### src/rtl/ffba_pkg.sv
package ffba_pkg;

  localparam int POOL_BYTES = 4096;
  localparam int WORDS      = POOL_BYTES / 4;
  localparam int ADDR_W     = $clog2(WORDS);
  localparam int LEN_W      = 13;
  localparam int OFF_W      = 12;
  localparam int POS_W      = (LEN_W + 1 > ADDR_W + 2) ? LEN_W + 1 : ADDR_W + 2;
  localparam int HDR_BYTES  = 4;
  localparam int POOL_LIM   = (POOL_BYTES / 4) * 4;
  localparam int POOL_CAP   = (POOL_LIM > 8188) ? 8188 : POOL_LIM;

  localparam logic [LEN_W-1:0] POOL_MAX   = LEN_W'(POOL_CAP);
  localparam logic [LEN_W-1:0] POOL_MIN   = LEN_W'(8);
  localparam logic [LEN_W-1:0] POOL_RESET = LEN_W'((POOL_LIM < 4096) ? POOL_LIM : 4096);

  localparam int IN_TDATA_W  = 32;
  localparam int OUT_TDATA_W = 32;

  typedef struct packed {
    logic             used;
    logic [LEN_W-1:0] len;
  } hdr_t;

  typedef struct packed {
    logic              we;
    logic [ADDR_W-1:0] waddr;
    hdr_t              wdata;
    logic              re;
    logic [ADDR_W-1:0] raddr;
  } ram_req_t;

  typedef enum logic [3:0] {
    OP_NOP,
    OP_WAIT,
    OP_LOAD,
    OP_RD_POS,
    OP_RD_HP,
    OP_TAKE_SPLIT,
    OP_TAKE_HEAD,
    OP_ADV,
    OP_FAIL,
    OP_DONE,
    OP_P_LATCH,
    OP_MERGE_N,
    OP_WR_P,
    OP_WR_PREV
  } op_e;

  typedef enum logic [3:0] {
    C_NEVER,
    C_ALWAYS,
    C_NOACC,
    C_REL,
    C_REQ_BIG,
    C_POS_END,
    C_LEN_ZERO,
    C_NOFIT,
    C_OUT_BUSY,
    C_BAD_REL,
    C_NO_NEXT,
    C_ENDS_AT_HP,
    C_WALK_END
  } cond_e;

  localparam int STEP_W = 5;

  typedef struct packed {
    op_e               op;
    cond_e             cond;
    logic [STEP_W-1:0] target;
  } ctrl_t;

  typedef struct packed {
    logic noacc;
    logic is_rel;
    logic req_big;
    logic pos_end;
    logic len_zero;
    logic nofit;
    logic out_busy;
    logic bad_rel;
    logic no_next;
    logic ends_at_hp;
    logic walk_end;
  } flags_t;

  // Program step addresses.
  localparam logic [STEP_W-1:0] S_WAIT    = STEP_W'(0);
  localparam logic [STEP_W-1:0] S_LOAD    = STEP_W'(1);
  localparam logic [STEP_W-1:0] S_A_CHK   = STEP_W'(2);
  localparam logic [STEP_W-1:0] S_A_RD    = STEP_W'(3);
  localparam logic [STEP_W-1:0] S_A_EVAL  = STEP_W'(4);
  localparam logic [STEP_W-1:0] S_A_FIT   = STEP_W'(5);
  localparam logic [STEP_W-1:0] S_A_SPLIT = STEP_W'(6);
  localparam logic [STEP_W-1:0] S_A_HEAD  = STEP_W'(7);
  localparam logic [STEP_W-1:0] S_A_ADV   = STEP_W'(8);
  localparam logic [STEP_W-1:0] S_A_FAIL  = STEP_W'(9);
  localparam logic [STEP_W-1:0] S_DONE    = STEP_W'(10);
  localparam logic [STEP_W-1:0] S_END     = STEP_W'(11);
  localparam logic [STEP_W-1:0] S_R_CHK   = STEP_W'(12);
  localparam logic [STEP_W-1:0] S_R_RDP   = STEP_W'(13);
  localparam logic [STEP_W-1:0] S_R_PLAT  = STEP_W'(14);
  localparam logic [STEP_W-1:0] S_R_RDN   = STEP_W'(15);
  localparam logic [STEP_W-1:0] S_R_MRG   = STEP_W'(16);
  localparam logic [STEP_W-1:0] S_R_WRP   = STEP_W'(17);
  localparam logic [STEP_W-1:0] S_R_RDQ   = STEP_W'(18);
  localparam logic [STEP_W-1:0] S_R_ZERO  = STEP_W'(19);
  localparam logic [STEP_W-1:0] S_R_HIT   = STEP_W'(20);
  localparam logic [STEP_W-1:0] S_R_LAST  = STEP_W'(21);
  localparam logic [STEP_W-1:0] S_R_ADV   = STEP_W'(22);
  localparam logic [STEP_W-1:0] S_R_PREV  = STEP_W'(23);

  // Control store: one word per step; jump to target when cond holds, else step on.
  function automatic ctrl_t ucode(input logic [STEP_W-1:0] step);
    ctrl_t w;
    w = '{op: OP_NOP, cond: C_ALWAYS, target: S_WAIT};
    case (step)
      S_WAIT:    w = '{op: OP_WAIT,       cond: C_NOACC,      target: S_WAIT};
      S_LOAD:    w = '{op: OP_LOAD,       cond: C_REL,        target: S_R_CHK};
      S_A_CHK:   w = '{op: OP_NOP,        cond: C_REQ_BIG,    target: S_A_FAIL};
      S_A_RD:    w = '{op: OP_RD_POS,     cond: C_POS_END,    target: S_A_FAIL};
      S_A_EVAL:  w = '{op: OP_NOP,        cond: C_LEN_ZERO,   target: S_A_FAIL};
      S_A_FIT:   w = '{op: OP_NOP,        cond: C_NOFIT,      target: S_A_ADV};
      S_A_SPLIT: w = '{op: OP_TAKE_SPLIT, cond: C_NEVER,      target: S_WAIT};
      S_A_HEAD:  w = '{op: OP_TAKE_HEAD,  cond: C_ALWAYS,     target: S_DONE};
      S_A_ADV:   w = '{op: OP_ADV,        cond: C_ALWAYS,     target: S_A_RD};
      S_A_FAIL:  w = '{op: OP_FAIL,       cond: C_NEVER,      target: S_WAIT};
      S_DONE:    w = '{op: OP_DONE,       cond: C_OUT_BUSY,   target: S_DONE};
      S_END:     w = '{op: OP_NOP,        cond: C_ALWAYS,     target: S_WAIT};
      S_R_CHK:   w = '{op: OP_NOP,        cond: C_BAD_REL,    target: S_DONE};
      S_R_RDP:   w = '{op: OP_RD_HP,      cond: C_NEVER,      target: S_WAIT};
      S_R_PLAT:  w = '{op: OP_P_LATCH,    cond: C_NO_NEXT,    target: S_R_WRP};
      S_R_RDN:   w = '{op: OP_RD_POS,     cond: C_NEVER,      target: S_WAIT};
      S_R_MRG:   w = '{op: OP_MERGE_N,    cond: C_NEVER,      target: S_WAIT};
      S_R_WRP:   w = '{op: OP_WR_P,       cond: C_NEVER,      target: S_WAIT};
      S_R_RDQ:   w = '{op: OP_RD_POS,     cond: C_NEVER,      target: S_WAIT};
      S_R_ZERO:  w = '{op: OP_NOP,        cond: C_LEN_ZERO,   target: S_DONE};
      S_R_HIT:   w = '{op: OP_NOP,        cond: C_ENDS_AT_HP, target: S_R_PREV};
      S_R_LAST:  w = '{op: OP_NOP,        cond: C_WALK_END,   target: S_DONE};
      S_R_ADV:   w = '{op: OP_ADV,        cond: C_ALWAYS,     target: S_R_RDQ};
      S_R_PREV:  w = '{op: OP_WR_PREV,    cond: C_ALWAYS,     target: S_DONE};
      default:   w = '{op: OP_NOP,        cond: C_ALWAYS,     target: S_WAIT};
    endcase
    return w;
  endfunction

  function automatic logic [LEN_W-1:0] clamp_pool(input logic [LEN_W-1:0] v);
    logic [LEN_W-1:0] r;
    r = v;
    if (r > POOL_MAX) r = POOL_MAX;
    r = {r[LEN_W-1:2], 2'b00};
    if (r < POOL_MIN) r = POOL_MIN;
    return r;
  endfunction

  // Limit a merged length to the room left between pos and the pool end.
  function automatic logic [POS_W-1:0] sat_len(input logic [LEN_W-1:0] pool,
                                               input logic [POS_W-1:0] pos,
                                               input logic [POS_W-1:0] len);
    logic [POS_W-1:0] room;
    room = POS_W'(pool) - pos;
    return (len > room) ? room : len;
  endfunction

endpackage

### src/rtl/ffba_seq.sv
module ffba_seq (
  input  logic             clk,
  input  logic             rst_n,
  input  ffba_pkg::flags_t flags,
  output ffba_pkg::ctrl_t  ctrl
);

  logic [ffba_pkg::STEP_W-1:0] step_r;
  logic [ffba_pkg::STEP_W-1:0] step_nxt;
  logic                        take;

  assign ctrl = ffba_pkg::ucode(step_r);

  always_comb begin
    case (ctrl.cond)
      ffba_pkg::C_NEVER:      take = 1'b0;
      ffba_pkg::C_ALWAYS:     take = 1'b1;
      ffba_pkg::C_NOACC:      take = flags.noacc;
      ffba_pkg::C_REL:        take = flags.is_rel;
      ffba_pkg::C_REQ_BIG:    take = flags.req_big;
      ffba_pkg::C_POS_END:    take = flags.pos_end;
      ffba_pkg::C_LEN_ZERO:   take = flags.len_zero;
      ffba_pkg::C_NOFIT:      take = flags.nofit;
      ffba_pkg::C_OUT_BUSY:   take = flags.out_busy;
      ffba_pkg::C_BAD_REL:    take = flags.bad_rel;
      ffba_pkg::C_NO_NEXT:    take = flags.no_next;
      ffba_pkg::C_ENDS_AT_HP: take = flags.ends_at_hp;
      ffba_pkg::C_WALK_END:   take = flags.walk_end;
      default:                take = 1'b1;
    endcase
  end

  assign step_nxt = take ? ctrl.target : step_r + ffba_pkg::STEP_W'(1);

  always_ff @(posedge clk) begin
    if (!rst_n) begin
      step_r <= ffba_pkg::S_WAIT;
    end else begin
      step_r <= step_nxt;
    end
  end

endmodule

### config.mk
export PLATFORM = sky130hd
export DESIGN_NAME = ffba_seq
export DESIGN_NICKNAME = d
export VERILOG_FILES = /design/src/rtl/ffba_pkg.sv /design/src/rtl/ffba_seq.sv
export SDC_FILE = /design/constraint.sdc
export NUM_CORES = 1
export LEC_CHECK = 0
export ABC_CLOCK_PERIOD_IN_PS = 6800
export BUFFER_PORTS_ARGS = -buffer_cell sky130_fd_sc_hd__buf_2
export CORE_MARGIN = 2
export CORE_UTILIZATION = 45
export DETAILED_ROUTE_END_ITERATION = 7
export PLACE_DENSITY = 0.69
export SYNTH_ARGS = -nofsm -noshare
export SYNTH_HDL_FRONTEND = slang
export SYNTH_SLANG_ARGS = --single-unit
### constraint.sdc
create_clock -name clk -period 6.8 [get_ports clk]
set_input_delay 0.34 -clock clk [delete_from_list [all_inputs] [get_ports clk]]
set_output_delay 0.34 -clock clk [all_outputs]
set_load 0.01 [all_outputs]
==> impl_results.md <==
* Outcome: completed
* Period utilization at about 40%
* Most numerous cell in the Yosys netlist: nand2_1
* Detailed Route WL at approximately 2.8 mm
* Clock power share at between 10% and 20%
* Register bit total from synthesis at 18
* # hold bufs at CTS at 0
* Hold Violations, Final at 0
* Primary FF master, synth: dfxtp_1
* Die Area at 3200 um2
* Startpoint Class: register
* Synth top cells by count: nand2_1 (19), dfxtp_1 (18), a21oi_1 (9), o21ai_0 (9)
* Finished Cell Area at about 1400 um2
* Worst R2R Setup Slack at about 4.1 ns
* Final min period at about 2.7 ns
* Mapped Cells at about 150
* PortBufs at 25
* Sequential share of power at between 20 and 30%
* Max-cap viol count at 0
* EDFF count, synth at 0
* Worst hold stages at 2
* Hpwl dp at around 2.2 mm
* Synthesized area at about 1200 um2
* DRT iter0 DRCs at slightly above 60
* Total Routing Usage GR at between 10% and 20%
* Area growth syn-to-layout at 10.4%
* Reg clk slew, reported paths at roughly 0.090 ns
* Diodes inserted at 0
* Skew final at between 0.003 and 0.004 ns
* HP Start: rst_n
* Gpl congestion at just over 0.9
* DR DRC count at 0
* Cts repair resizes at 0
* Clock sink count at 18
* Setup TNS at 0 ns
* WP data arrival at 2.88 ns
* Max Fclk at between 0.3 and 0.4 GHz
* WP data required at between 6 and 7 ns
* Nets at about 190
* Pin slew with the least headroom to its limit at around 0.39 ns
* PD cells at roughly 420 nW/um2
* Total CTS buffers at 3
* First-pass GRT wire length at around 4.7 mm
* Clk_lat worst skew at between 0.2 and 0.3 ns
* RSZ-0062 raised after global routing: false
* Worst Hold Path EP: step_r[1]
* R2r startpoint: ctrl[6]
* Routed Antenna Nets at 0
* H-tree levels at 1
* Placeable Area at about 2700 um2
* Drt via density at approximately 5.8
* Initial antenna violation count at 0
* Rows at 19
* Average size of a mapped cell at ~8.6 um2
* Largest net degree at the start of global routing at 21
* Yosys warning total at 0
* Filler cells at 272
* Lkg Pwr at between 0.6 and 0.7 nW
* Worst hold-check path type: primary input to register
* Critical path fanouts, max at 14
* Internal cell power at ~0.33 mW
* Synth area leader: dfxtp_1
* Syn Nets at ~160
* TritonCTS clock tree: built
* Grt ovf at 0
* Via count at between 1,000 and 1,500
* Die H at approximately 57 um
* Sw Share at between 40 and 50%
* Worst setup EP type: register
* WS Path Type: register to register
* Rel. slew slack at 73.7%
* Reg2Reg Depth at 9
* Post-DP Area at 1340 um2
* I/O Pins at 26
* DR pass1 iterations at 4
* Starting density of the core at a little under half
* Postcts setup bufs at 0
* Top-area cell type share of the netlist area at a little under 30%
* Vias in the first global route at about 1,100
* Top post-synthesis cells by area: dfxtp_1 (29%), ha_1 (6.0%), nand2_1 (5.7%), a21oi_1 (3.6%), o21ai_0 (3.6%)
* Hold WS at about 0.4 ns
* Peak supply drop at between 0.2 and 0.3 mV
* Die X at 56.5 um
* Drt wl/cell at 14.5 um
* Clock tree buffer depth at 2
* Asr flop ratio synth at 0%
* Slew Limit Fails at 0
* Post-synthesis sequential area ratio at between 20 and 30%
* Worst r2r dst: ctrl[9]
* Root buf cell: clkbuf_4
* NetSw at around 0.25 mW
* Layout cell share with drive strength beyond 1 at between 20 and 30%
* Post-synthesis cell type count at 48
* # setup viols final at 0
* Combinational power share at 59.5%
==> metrics by stage <==
step / std cells / utilization [%] / worst slack (ns) / total power [mW]
detailed placement: 193 / 49.7 / 4.11 / 0.515
finish: 197 / 51.0 / 4.09 / 0.580
global route: 197 / 51.0 / 3.92 / 0.630
floorplan: 145 / - / 4.17 / 0.456
global placement: 193 / 49.7 / 4.20 / 0.509
CTS: 197 / 51.0 / 4.09 / 0.580
==> worst max path at each step <==
| stage | to | startpoint | slack [ns] |
|---|---|---|---|
| floorplan | ctrl[9] | ctrl[5] | 4.17 |
| global placement | ctrl[9] | ctrl[6] | 4.20 |
| detailed placement | ctrl[9] | ctrl[6] | 4.11 |
| CTS | ctrl[6] | ctrl[6] | 4.09 |
| global route | ctrl[6] | ctrl[6] | 3.92 |
| finish | ctrl[9] | ctrl[6] | 4.09 |
==> metal layers <==
layer  vias up  wire (um)  GRT usage [%]
met5         -          0              0
met4         0         87           10.2
met3         9        246           4.15
met2        50       1340           29.9
met1       526       1180           23.1
li1        565          -              -
==> state kept, by name, summed over array words and instances (netlist names) <==
signal,flops
step_r,5
ctrl,13
==> layout make-up <==
type,count,area [um2],share of cell area (%)
multi-input cells,108,751,54.7
flip-flops and latches,18,360,26.3
repair buffers,25,125,9.12
inverters,11,60.1,4.38
well taps,31,38.8,2.83
clock buffers,4,36.3,2.65
==> power groups by stage <==
stage	logic [mW]	registers, mW	clock network (mW)
after CTS	0.343	0.172	0.0654
after floorplan	0.279	0.178	0
after global routing	0.382	0.178	0.0708
after global placement	0.339	0.171	0
after detailed placement	0.341	0.174	0
final	0.345	0.172	0.0636
==> logic make-up after synthesis <==
family | after synthesis | share of synthesized area, %
compound gates | 46 | 24.4
simple gates | 45 | 19.9
buf+inv | 19 | 10.6
flops | 18 | 29.0
mux | 8 | 7.96
fa+ha+maj | 6 | 6.04
xor+xnor | 3 | 2.12
==> cells in the final DEF, fill, tap and decap left out, types with 2 or more instances in the layout <==
cell type and n:
mux2_2 3, nand2_1 19, nand3_1 6, o211ai_1 2, nor2_1 3, ha_1 6
a21oi_1 9, inv_4 2, o21ai_0 9, nor3_1 2, a31oi_1 4, mux2i_1 2
nand3b_1 5, inv_1 6, o22ai_1 3, xnor2_1 2, inv_2 2, nand2b_1 2
clkbuf_4 3, o21ai_1 3, mux2_4 3, buf_2 25, dfxtp_1 18, a221oi_1 2
a32oi_1 2
==> critical path, stage by stage, from the launching register on <==
cell and delay (ns):
dfxtp_1 0.48, and3b_1 0.20, a31oi_1 0.04, or3b_4 0.40, nand4_4 0.16, mux2_2 0.36
and2_4 0.22, ha_1 0.36, o31ai_1 0.26, a221oi_1 0.12
No activity file was read; power rests on OpenSTA's default activity.
