`config.mk`:
```
export PLATFORM = sky130hd
export DESIGN_NAME = ffba_dp
export DESIGN_NICKNAME = d
export VERILOG_FILES = /design/src/rtl/ffba_pkg.sv /design/src/rtl/ffba_dp.sv
export SDC_FILE = /design/constraint.sdc
export NUM_CORES = 1
export LEC_CHECK = 0
export ABC_CLOCK_PERIOD_IN_PS = 12140
export BUFFER_PORTS_ARGS = -buffer_cell sky130_fd_sc_hd__clkbuf_2
export CAP_MARGIN = 20
export CORE_UTILIZATION = 52
export CTS_CLUSTER_SIZE = 8
export DETAILED_ROUTE_END_ITERATION = 8
export GPL_TIMING_DRIVEN = 0
export PLACE_DENSITY = 0.74
export SYNTH_ARGS = -nofsm -noshare
export SYNTH_HDL_FRONTEND = slang
export SYNTH_SLANG_ARGS = --single-unit
```
`constraint.sdc`:
```
create_clock -name clk -period 12.14 [get_ports clk]
set_input_delay 1.214 -clock clk [delete_from_list [all_inputs] [get_ports clk]]
set_output_delay 1.214 -clock clk [all_outputs]
set_load 0.05 [all_outputs]
```
`src/rtl/ffba_pkg.sv`:
```
package ffba_pkg;

  localparam int POOL_BYTES = 4096;
  localparam int WORDS      = POOL_BYTES / 4;
  localparam int ADDR_W     = $clog2(WORDS);
  localparam int LEN_W      = 13;
  localparam int OFF_W      = 12;
  localparam int POS_W      = (LEN_W + 1 > ADDR_W + 2) ? LEN_W + 1 : ADDR_W + 2;
  localparam int HDR_BYTES  = 4;
  localparam int POOL_LIM   = (POOL_BYTES / 4) * 4;
  localparam int POOL_CAP   = (POOL_LIM > 8188) ? 8188 : POOL_LIM;

  localparam logic [LEN_W-1:0] POOL_MAX   = LEN_W'(POOL_CAP);
  localparam logic [LEN_W-1:0] POOL_MIN   = LEN_W'(8);
  localparam logic [LEN_W-1:0] POOL_RESET = LEN_W'((POOL_LIM < 4096) ? POOL_LIM : 4096);

  localparam int IN_TDATA_W  = 32;
  localparam int OUT_TDATA_W = 32;

  typedef struct packed {
    logic             used;
    logic [LEN_W-1:0] len;
  } hdr_t;

  typedef struct packed {
    logic              we;
    logic [ADDR_W-1:0] waddr;
    hdr_t              wdata;
    logic              re;
    logic [ADDR_W-1:0] raddr;
  } ram_req_t;

  typedef enum logic [3:0] {
    OP_NOP,
    OP_WAIT,
    OP_LOAD,
    OP_RD_POS,
    OP_RD_HP,
    OP_TAKE_SPLIT,
    OP_TAKE_HEAD,
    OP_ADV,
    OP_FAIL,
    OP_DONE,
    OP_P_LATCH,
    OP_MERGE_N,
    OP_WR_P,
    OP_WR_PREV
  } op_e;

  typedef enum logic [3:0] {
    C_NEVER,
    C_ALWAYS,
    C_NOACC,
    C_REL,
    C_REQ_BIG,
    C_POS_END,
    C_LEN_ZERO,
    C_NOFIT,
    C_OUT_BUSY,
    C_BAD_REL,
    C_NO_NEXT,
    C_ENDS_AT_HP,
    C_WALK_END
  } cond_e;

  localparam int STEP_W = 5;

  typedef struct packed {
    op_e               op;
    cond_e             cond;
    logic [STEP_W-1:0] target;
  } ctrl_t;

  typedef struct packed {
    logic noacc;
    logic is_rel;
    logic req_big;
    logic pos_end;
    logic len_zero;
    logic nofit;
    logic out_busy;
    logic bad_rel;
    logic no_next;
    logic ends_at_hp;
    logic walk_end;
  } flags_t;

  // Program step addresses.
  localparam logic [STEP_W-1:0] S_WAIT    = STEP_W'(0);
  localparam logic [STEP_W-1:0] S_LOAD    = STEP_W'(1);
  localparam logic [STEP_W-1:0] S_A_CHK   = STEP_W'(2);
  localparam logic [STEP_W-1:0] S_A_RD    = STEP_W'(3);
  localparam logic [STEP_W-1:0] S_A_EVAL  = STEP_W'(4);
  localparam logic [STEP_W-1:0] S_A_FIT   = STEP_W'(5);
  localparam logic [STEP_W-1:0] S_A_SPLIT = STEP_W'(6);
  localparam logic [STEP_W-1:0] S_A_HEAD  = STEP_W'(7);
  localparam logic [STEP_W-1:0] S_A_ADV   = STEP_W'(8);
  localparam logic [STEP_W-1:0] S_A_FAIL  = STEP_W'(9);
  localparam logic [STEP_W-1:0] S_DONE    = STEP_W'(10);
  localparam logic [STEP_W-1:0] S_END     = STEP_W'(11);
  localparam logic [STEP_W-1:0] S_R_CHK   = STEP_W'(12);
  localparam logic [STEP_W-1:0] S_R_RDP   = STEP_W'(13);
  localparam logic [STEP_W-1:0] S_R_PLAT  = STEP_W'(14);
  localparam logic [STEP_W-1:0] S_R_RDN   = STEP_W'(15);
  localparam logic [STEP_W-1:0] S_R_MRG   = STEP_W'(16);
  localparam logic [STEP_W-1:0] S_R_WRP   = STEP_W'(17);
  localparam logic [STEP_W-1:0] S_R_RDQ   = STEP_W'(18);
  localparam logic [STEP_W-1:0] S_R_ZERO  = STEP_W'(19);
  localparam logic [STEP_W-1:0] S_R_HIT   = STEP_W'(20);
  localparam logic [STEP_W-1:0] S_R_LAST  = STEP_W'(21);
  localparam logic [STEP_W-1:0] S_R_ADV   = STEP_W'(22);
  localparam logic [STEP_W-1:0] S_R_PREV  = STEP_W'(23);

  // Control store: one word per step; jump to target when cond holds, else step on.
  function automatic ctrl_t ucode(input logic [STEP_W-1:0] step);
    ctrl_t w;
    w = '{op: OP_NOP, cond: C_ALWAYS, target: S_WAIT};
    case (step)
      S_WAIT:    w = '{op: OP_WAIT,       cond: C_NOACC,      target: S_WAIT};
      S_LOAD:    w = '{op: OP_LOAD,       cond: C_REL,        target: S_R_CHK};
      S_A_CHK:   w = '{op: OP_NOP,        cond: C_REQ_BIG,    target: S_A_FAIL};
      S_A_RD:    w = '{op: OP_RD_POS,     cond: C_POS_END,    target: S_A_FAIL};
      S_A_EVAL:  w = '{op: OP_NOP,        cond: C_LEN_ZERO,   target: S_A_FAIL};
      S_A_FIT:   w = '{op: OP_NOP,        cond: C_NOFIT,      target: S_A_ADV};
      S_A_SPLIT: w = '{op: OP_TAKE_SPLIT, cond: C_NEVER,      target: S_WAIT};
      S_A_HEAD:  w = '{op: OP_TAKE_HEAD,  cond: C_ALWAYS,     target: S_DONE};
      S_A_ADV:   w = '{op: OP_ADV,        cond: C_ALWAYS,     target: S_A_RD};
      S_A_FAIL:  w = '{op: OP_FAIL,       cond: C_NEVER,      target: S_WAIT};
      S_DONE:    w = '{op: OP_DONE,       cond: C_OUT_BUSY,   target: S_DONE};
      S_END:     w = '{op: OP_NOP,        cond: C_ALWAYS,     target: S_WAIT};
      S_R_CHK:   w = '{op: OP_NOP,        cond: C_BAD_REL,    target: S_DONE};
      S_R_RDP:   w = '{op: OP_RD_HP,      cond: C_NEVER,      target: S_WAIT};
      S_R_PLAT:  w = '{op: OP_P_LATCH,    cond: C_NO_NEXT,    target: S_R_WRP};
      S_R_RDN:   w = '{op: OP_RD_POS,     cond: C_NEVER,      target: S_WAIT};
      S_R_MRG:   w = '{op: OP_MERGE_N,    cond: C_NEVER,      target: S_WAIT};
      S_R_WRP:   w = '{op: OP_WR_P,       cond: C_NEVER,      target: S_WAIT};
      S_R_RDQ:   w = '{op: OP_RD_POS,     cond: C_NEVER,      target: S_WAIT};
      S_R_ZERO:  w = '{op: OP_NOP,        cond: C_LEN_ZERO,   target: S_DONE};
      S_R_HIT:   w = '{op: OP_NOP,        cond: C_ENDS_AT_HP, target: S_R_PREV};
      S_R_LAST:  w = '{op: OP_NOP,        cond: C_WALK_END,   target: S_DONE};
      S_R_ADV:   w = '{op: OP_ADV,        cond: C_ALWAYS,     target: S_R_RDQ};
      S_R_PREV:  w = '{op: OP_WR_PREV,    cond: C_ALWAYS,     target: S_DONE};
      default:   w = '{op: OP_NOP,        cond: C_ALWAYS,     target: S_WAIT};
    endcase
    return w;
  endfunction

  function automatic logic [LEN_W-1:0] clamp_pool(input logic [LEN_W-1:0] v);
    logic [LEN_W-1:0] r;
    r = v;
    if (r > POOL_MAX) r = POOL_MAX;
    r = {r[LEN_W-1:2], 2'b00};
    if (r < POOL_MIN) r = POOL_MIN;
    return r;
  endfunction

  // Limit a merged length to the room left between pos and the pool end.
  function automatic logic [POS_W-1:0] sat_len(input logic [LEN_W-1:0] pool,
                                               input logic [POS_W-1:0] pos,
                                               input logic [POS_W-1:0] len);
    logic [POS_W-1:0] room;
    room = POS_W'(pool) - pos;
    return (len > room) ? room : len;
  endfunction

endpackage

```
`src/rtl/ffba_dp.sv`:
```
module ffba_dp (
  input  logic                                clk,
  input  logic                                rst_n,
  input  logic                                cfg_wr_en,
  input  logic [ffba_pkg::LEN_W-1:0]          cfg_wr_data,
  input  logic                                in_tvalid,
  output logic                                in_tready,
  input  logic [ffba_pkg::IN_TDATA_W-1:0]     in_tdata,
  input  logic [0:0]                          in_tuser,
  output logic                                out_tvalid,
  input  logic                                out_tready,
  output logic [ffba_pkg::OUT_TDATA_W-1:0]    out_tdata,
  output logic [0:0]                          out_tuser,
  input  ffba_pkg::op_e                       op,
  output ffba_pkg::flags_t                    flags,
  output ffba_pkg::ram_req_t                  ram_req,
  input  ffba_pkg::hdr_t                      ram_rdata
);

  localparam int LW = ffba_pkg::LEN_W;
  localparam int PW = ffba_pkg::POS_W;
  localparam int OW = ffba_pkg::OFF_W;
  localparam int AW = ffba_pkg::ADDR_W;
  localparam int PAD_W = ffba_pkg::OUT_TDATA_W - LW - OW;

  logic [LW-1:0] pool_r, pool_nxt;
  logic [LW-1:0] ftot_r, ftot_nxt;
  logic          init_pend_r, init_pend_nxt;
  logic          func_r, func_nxt;
  logic [LW-1:0] req_r, req_nxt;
  logic [OW-1:0] rel_r, rel_nxt;
  logic [PW-1:0] pos_r, pos_nxt;
  logic [PW-1:0] nsize_r, nsize_nxt;
  logic [OW-1:0] hp_r, hp_nxt;
  logic [LW-1:0] plen_r, plen_nxt;
  logic          granted_r, granted_nxt;
  logic [OW-1:0] offset_r, offset_nxt;
  logic          out_valid_r, out_valid_nxt;
  logic          out_granted_r, out_granted_nxt;
  logic [OW-1:0] out_offset_r, out_offset_nxt;
  logic [LW-1:0] out_free_r, out_free_nxt;

  logic          accept;
  logic          out_busy;
  logic [PW-1:0] rd_len;
  logic [PW-1:0] pool_w;
  logic [PW-1:0] hp_w;
  logic [PW-1:0] pos_plus_len;
  logic [PW-1:0] hp_plus_len;
  logic [PW-1:0] split_pos;
  logic          split;
  logic [PW-1:0] req_rnd;
  logic [OW-1:0] rel_off;
  logic [PW-1:0] fsum;

  assign in_tready = (op == ffba_pkg::OP_WAIT) && !init_pend_r;
  assign accept    = in_tvalid && in_tready;
  assign out_busy  = out_valid_r && !out_tready;

  assign rd_len       = PW'(ram_rdata.len);
  assign pool_w       = PW'(pool_r);
  assign hp_w         = PW'(hp_r);
  assign pos_plus_len = pos_r + rd_len;
  assign hp_plus_len  = hp_w + rd_len;
  assign split_pos    = pos_r + nsize_r;
  assign split        = (rd_len > nsize_r) && (split_pos < pool_w);
  assign req_rnd      = PW'(req_r) + PW'(3);
  assign rel_off      = {rel_r[OW-1:2], 2'b00};
  assign fsum         = PW'(ftot_r) + rd_len;

  always_comb begin
    flags.noacc      = !accept;
    flags.is_rel     = func_r;
    flags.req_big    = req_r > pool_r;
    flags.pos_end    = pos_r >= pool_w;
    flags.len_zero   = ram_rdata.len == '0;
    flags.nofit      = ram_rdata.used || (rd_len < nsize_r);
    flags.out_busy   = out_busy;
    flags.bad_rel    = (rel_r[OW-1:2] == '0) || (hp_w >= pool_w);
    flags.no_next    = (ram_rdata.len == '0) || (hp_plus_len >= pool_w);
    flags.ends_at_hp = pos_plus_len == hp_w;
    flags.walk_end   = pos_plus_len >= pool_w;
  end

  always_comb begin
    pool_nxt        = pool_r;
    ftot_nxt        = ftot_r;
    init_pend_nxt   = init_pend_r;
    func_nxt        = func_r;
    req_nxt         = req_r;
    rel_nxt         = rel_r;
    pos_nxt         = pos_r;
    nsize_nxt       = nsize_r;
    hp_nxt          = hp_r;
    plen_nxt        = plen_r;
    granted_nxt     = granted_r;
    offset_nxt      = offset_r;
    out_valid_nxt   = out_valid_r;
    out_granted_nxt = out_granted_r;
    out_offset_nxt  = out_offset_r;
    out_free_nxt    = out_free_r;
    ram_req         = '0;

    // Drop the word once the sink takes it.
    if (out_valid_r && out_tready) out_valid_nxt = 1'b0;

    case (op)
      ffba_pkg::OP_WAIT: begin
        if (init_pend_r) begin
          // Rebuild the pool as one free block at offset 0.
          ram_req.we         = 1'b1;
          ram_req.waddr      = '0;
          ram_req.wdata.used = 1'b0;
          ram_req.wdata.len  = pool_r;
          init_pend_nxt      = 1'b0;
        end else if (accept) begin
          func_nxt = in_tuser[0];
          req_nxt  = in_tdata[LW-1:0];
          rel_nxt  = in_tdata[LW+OW-1:LW];
        end
      end
      ffba_pkg::OP_LOAD: begin
        nsize_nxt   = {req_rnd[PW-1:2], 2'b00} + PW'(ffba_pkg::HDR_BYTES);
        hp_nxt      = rel_off - OW'(ffba_pkg::HDR_BYTES);
        pos_nxt     = '0;
        granted_nxt = 1'b1;
        offset_nxt  = '0;
      end
      ffba_pkg::OP_RD_POS: begin
        ram_req.re    = 1'b1;
        ram_req.raddr = pos_r[AW+1:2];
      end
      ffba_pkg::OP_RD_HP: begin
        ram_req.re    = 1'b1;
        ram_req.raddr = hp_w[AW+1:2];
      end
      ffba_pkg::OP_TAKE_SPLIT: begin
        if (split) begin
          ram_req.we         = 1'b1;
          ram_req.waddr      = split_pos[AW+1:2];
          ram_req.wdata.used = 1'b0;
          ram_req.wdata.len  = LW'(rd_len - nsize_r);
        end
        plen_nxt = split ? LW'(nsize_r) : ram_rdata.len;
      end
      ffba_pkg::OP_TAKE_HEAD: begin
        ram_req.we         = 1'b1;
        ram_req.waddr      = pos_r[AW+1:2];
        ram_req.wdata.used = 1'b1;
        ram_req.wdata.len  = plen_r;
        ftot_nxt           = (ftot_r > plen_r) ? ftot_r - plen_r : '0;
        offset_nxt         = OW'(pos_r + PW'(ffba_pkg::HDR_BYTES));
      end
      ffba_pkg::OP_ADV: begin
        pos_nxt = pos_plus_len;
      end
      ffba_pkg::OP_FAIL: begin
        granted_nxt = 1'b0;
        offset_nxt  = '0;
      end
      ffba_pkg::OP_DONE: begin
        if (!out_busy) begin
          out_valid_nxt   = 1'b1;
          out_granted_nxt = granted_r;
          out_offset_nxt  = offset_r;
          out_free_nxt    = ftot_r;
        end
      end
      ffba_pkg::OP_P_LATCH: begin
        plen_nxt = ram_rdata.len;
        pos_nxt  = hp_plus_len;
        if (ram_rdata.used) begin
          ftot_nxt = (fsum > pool_w) ? pool_r : LW'(fsum);
        end
      end
      ffba_pkg::OP_MERGE_N: begin
        if (!ram_rdata.used) begin
          plen_nxt = LW'(ffba_pkg::sat_len(pool_r, hp_w, PW'(plen_r) + rd_len));
        end
      end
      ffba_pkg::OP_WR_P: begin
        ram_req.we         = 1'b1;
        ram_req.waddr      = hp_w[AW+1:2];
        ram_req.wdata.used = 1'b0;
        ram_req.wdata.len  = plen_r;
        pos_nxt            = '0;
      end
      ffba_pkg::OP_WR_PREV: begin
        if (!ram_rdata.used) begin
          ram_req.we         = 1'b1;
          ram_req.waddr      = pos_r[AW+1:2];
          ram_req.wdata.used = 1'b0;
          ram_req.wdata.len  = LW'(ffba_pkg::sat_len(pool_r, pos_r, rd_len + PW'(plen_r)));
        end
      end
      default: begin
      end
    endcase

    if (cfg_wr_en) begin
      pool_nxt      = ffba_pkg::clamp_pool(cfg_wr_data);
      ftot_nxt      = ffba_pkg::clamp_pool(cfg_wr_data);
      init_pend_nxt = 1'b1;
    end
  end

  always_ff @(posedge clk) begin
    if (!rst_n) begin
      pool_r      <= ffba_pkg::POOL_RESET;
      ftot_r      <= ffba_pkg::POOL_RESET;
      init_pend_r <= 1'b1;
      out_valid_r <= 1'b0;
    end else begin
      pool_r      <= pool_nxt;
      ftot_r      <= ftot_nxt;
      init_pend_r <= init_pend_nxt;
      out_valid_r <= out_valid_nxt;
    end
  end

  always_ff @(posedge clk) begin
    func_r        <= func_nxt;
    req_r         <= req_nxt;
    rel_r         <= rel_nxt;
    pos_r         <= pos_nxt;
    nsize_r       <= nsize_nxt;
    hp_r          <= hp_nxt;
    plen_r        <= plen_nxt;
    granted_r     <= granted_nxt;
    offset_r      <= offset_nxt;
    out_granted_r <= out_granted_nxt;
    out_offset_r  <= out_offset_nxt;
    out_free_r    <= out_free_nxt;
  end

  assign out_tvalid = out_valid_r;
  assign out_tdata  = {{PAD_W{1'b0}}, out_free_r, out_offset_r};
  assign out_tuser  = out_granted_r;

endmodule

```
==> results summary <==
The cell taking the most area after synthesis is sky130_fd_sc_hd__edfxtp_1. The mapped cell area came out at around 13000 µm². The count of boundary I/O pins is between 150 and 200. The run finished with clean final reports. The row count came out at between 50 and 60.

The maximum achievable frequency came out at between 100 and 150 MHz. The routed wire length is roughly 47000 µm. In this run, CTS created clock tree buffers numbering 17.

The tree is rooted in a sky130_fd_sc_hd__clkbuf_16. The final count of hold timing violations is 0. The via count normalized by instance count came out at 6.403. Subtracting the final worst setup slack from the clock period gives 7.607 ns. The number of antenna violations at the first check in global routing is 0. In this run the register-to-register setup slack is about 6 ns. The worst setup path is captured at an output pin. Entering global routing, the biggest net connects 26 pins. CTS built an H-tree with a depth of 4. The die outline height came out at approximately 160 µm. Dividing the detail-routed wire length by the instance count gives around 24 µm.

Synthesis instantiated 90 different standard cells from the library. TritonCTS built the clock tree. Once the floorplan was initialized, standard cells occupied between 50% and 60% of the core.

The floorplan die area is approximately 26000 µm². The overall die width is approximately 160 µm. The count of buffers added on input and output ports is 131. The total global routing track utilization came out at between 30% and 40%. The core region area is between 20000 and 25000 µm². The number of buffers inserted for hold repair after clock tree synthesis came out at 0.

The commonest register cell after synthesis is sky130_fd_sc_hd__edfxtp_1. The number of global-route vias before repair is 11811. The deepest clock path buffer count came out at 2. The path with the worst hold slack has its endpoint at out_offset_r[2]. The most common cell in the synthesized netlist is sky130_fd_sc_hd__ha_1.

The max-slew violation count is 0. The share of cells above drive strength 1 came out at between 10% and 20%. For the worst setup path, the data arrival time is roughly 6.4 ns. The buffer count from post-CTS setup fixing came out at 0. The total power per unit cell area came out at between 100 and 150 nW/µm². The fraction of the core area covered by cells at the end of the flow is approximately 61%. IR analysis of the VDD net gives a maximum drop of approximately 0.1 mV. The post-synthesis instance total is around 1500.

The final HPWL from detailed placement came out at ~37000 µm. For this run, the number of Yosys warnings is 0. The remaining design rule violation count is 0. Setup repair after global routing left no endpoint under its margin.

The number of synthesized flops with an enable pin is 112. The maximum fanout encountered on the critical timing path came out at 10. In this run the tightest slew margin relative to its limit is between 30% and 40%. On the final layout, the worst clock skew is around 0.012 ns. After synthesis, the largest area contributor takes up between 20 and 30% of total cell area. The number of nets in the layout came out at ~1900. The startpoint of the most critical setup path is pos_r[2]. STA classifies the critical path startpoint as a register.

In this run the remaining antenna-violating nets after routing total 0. The number of iterations in the first detailed-routing pass is 7. The design draws between 1.5 and 2 mW. In the synthesized netlist, the cells that appear most often are sky130_fd_sc_hd__ha_1 (187), sky130_fd_sc_hd__inv_1 (121), sky130_fd_sc_hd__edfxtp_1 (112). The total congestion overflow after global routing came out at 0.

The depth of the worst hold-timing path came out at 0. The worst register-to-register path ends at plen_r[6]. The total setup violations reported at the end of the flow came out at 0. Of the synthesized area, sequential elements account for between 20% and 30%. The area growth from synthesis to layout came out at 13.41%. The cell count of the worst reg-to-reg path is 22. The critical path data required time came out at ~11 ns. The slew at the pin closest to its max-slew limit is around 1.0 ns.

In this run the worst hold path is classified as reg -> reg. The clock insertion delay at the later pin of the skew report is about 0.44 ns. In this run the most critical hold path is launched from offset_r[2].

Summed over all cells, the static leakage comes to about 6.6 nW. The worst setup path is of the reg -> out kind. After clock tree synthesis, the clock-pin slew on the worst setup and hold paths is 0.07 ns.

The first-pass GRT wire length is between 60000 and 70000 µm. Counting flops with an async set or reset pin after synthesis yields a share of 0%. Gates resized during post-CTS repair numbered 0.

The weighted congestion reported at the end of routability-driven placement is 1.002. Yosys attributes the largest share of cell area to sky130_fd_sc_hd__edfxtp_1 (25%), sky130_fd_sc_hd__ha_1 (18%), sky130_fd_sc_hd__xnor2_1 (5.6%). The mean instance size in the synthesized netlist is around 9.0 µm². The number of max-capacitance violations reported came out at 0.

The number of clock sinks seen by CTS came out at 138. After the first detailed-routing iteration, the DRC count stood at between 1000 and 1500. After synthesis the netlist holds a flip-flop and latch count of between 100 and 150. The post-route clock period utilization came out at between 60% and 70%. After routing, the total negative slack on setup checks comes to 0 ns. The worst register-to-register path begins at pool_r[2].

The routed via count is around 13000.
kinds of logic after synthesis:
kind of cell               count (synthesis)  share of synthesized area, %
AOI/OAI and AO/OA                        427                         22.03
xor gates and xnor gates                 120                         8.203
adders and majority gates                196                         19.00
buffers and inverters                    161                         4.954
DFF                                      138                         29.40
muxes                                     15                         1.203
other                                      1                       0.02839
and+or+nand+nor                          402                         15.17
state kept, by name (all words and copies together), names as in the netlist, 11 cells and up:
name	cells
req_r	13
out_free_r	13
pool_r	11
nsize_r	12
plen_r	13
offset_r	12
pos_r	14
out_offset_r	12
ftot_r	13
metrics by stage:
step | setup WS (ns) | std cells | instance area, µm² | hold WS, ns
3_3_place_gp | 4.830 | 1921 | 14290 | 0.4016
5_1_grt | 4.344 | 1960 | 14980 | 0.4300
3_5_place_dp | 4.766 | 1928 | 14370 | 0.4075
6_report | 4.533 | 1962 | 14980 | 0.4222
2_1_floorplan | 5.605 | 1466 | 13230 | 0.4003
4_1_cts | 4.664 | 1960 | 14980 | 0.4247
worst max-delay path: stages, from the launching register on:
cell and delay [ns]:
sky130_fd_sc_hd__edfxtp_1 0.59, sky130_fd_sc_hd__ha_1 0.29, sky130_fd_sc_hd__inv_1 0.07, sky130_fd_sc_hd__fa_1 0.41, sky130_fd_sc_hd__nor2b_1 0.13, sky130_fd_sc_hd__o21ai_0 0.11, sky130_fd_sc_hd__a21boi_0 0.30, sky130_fd_sc_hd__o21ai_0 0.14
sky130_fd_sc_hd__a21boi_0 0.27, sky130_fd_sc_hd__o21ai_0 0.11, sky130_fd_sc_hd__nand2b_1 0.15, sky130_fd_sc_hd__xor2_1 0.24, sky130_fd_sc_hd__ha_1 0.29, sky130_fd_sc_hd__a21o_1 0.16, sky130_fd_sc_hd__a21o_1 0.17, sky130_fd_sc_hd__a221oi_1 0.28
sky130_fd_sc_hd__o311ai_0 0.29, sky130_fd_sc_hd__nor4_1 0.69, sky130_fd_sc_hd__clkbuf_1 0.55, sky130_fd_sc_hd__nand2_1 0.18, sky130_fd_sc_hd__o211ai_1 0.20, sky130_fd_sc_hd__clkbuf_2 0.34
power by group:
group	leakage [nW]	total [mW]	switching, mW	internal (mW)
Sequential	1.25	0.581	0.0412	0.540
Combinational	5.04	0.725	0.443	0.281
Clock	0.287	0.533	0.256	0.278
cell type report:
| cell class | instances | area [µm²] |
|---|---|---|
| sequential | 138 | 3884 |
| clock inverter | 15 | 178.9 |
| timing repair buffer | 138 | 724.4 |
| antenna | 2 | 5.005 |
| tap | 324 | 405.4 |
| fill | 2191 | 9624 |
| clock buffer | 17 | 425.4 |
| buffer | 39 | 196.4 |
| inverter | 122 | 457.9 |
| multi-input combinational | 1167 | 8703 |
layout by cell type, fill, tap and decap left out, types with 15 or more instances in the layout:
cell / count
sky130_fd_sc_hd__a21o_1: 45
sky130_fd_sc_hd__a21oi_1: 87
sky130_fd_sc_hd__a22o_1: 23
sky130_fd_sc_hd__a22oi_1: 16
sky130_fd_sc_hd__and2_1: 15
sky130_fd_sc_hd__clkbuf_1: 26
sky130_fd_sc_hd__clkbuf_16: 17
sky130_fd_sc_hd__clkbuf_2: 131
sky130_fd_sc_hd__dfxtp_1: 26
sky130_fd_sc_hd__edfxtp_1: 112
sky130_fd_sc_hd__ha_1: 187
sky130_fd_sc_hd__inv_1: 121
sky130_fd_sc_hd__nand2_1: 107
sky130_fd_sc_hd__nand2b_1: 19
sky130_fd_sc_hd__nand3_1: 32
sky130_fd_sc_hd__nand4_1: 15
sky130_fd_sc_hd__nor2_1: 89
sky130_fd_sc_hd__nor2b_1: 28
sky130_fd_sc_hd__nor3_1: 27
sky130_fd_sc_hd__o211ai_1: 29
sky130_fd_sc_hd__o21a_1: 26
sky130_fd_sc_hd__o21ai_0: 87
sky130_fd_sc_hd__xnor2_1: 84
sky130_fd_sc_hd__xor2_1: 34
metal layers:
metal  part of all wire (%)  track usage, %  vias to the layer above
li1                       -               -                     5746
met1                     39           46.59                     5899
met2                     45           56.92                      777
met3                     11           6.882                      141
met4                    4.5           17.32                        0
met5                      0               0                        -
how the worst max path moves through the flow:
| stage | end | slack (ns) | cells past startpoint |
|---|---|---|---|
| after global placement | ram_req[14] | 4.83 | 22 |
| after detailed placement | ram_req[14] | 4.77 | 22 |
| after global routing | ram_req[14] | 4.34 | 21 |
| final | ram_req[14] | 4.53 | 21 |
| after floorplan | ram_req[13] | 5.61 | 20 |
| after CTS | ram_req[14] | 4.66 | 21 |
No activity file was read; power rests on OpenSTA's default activity.
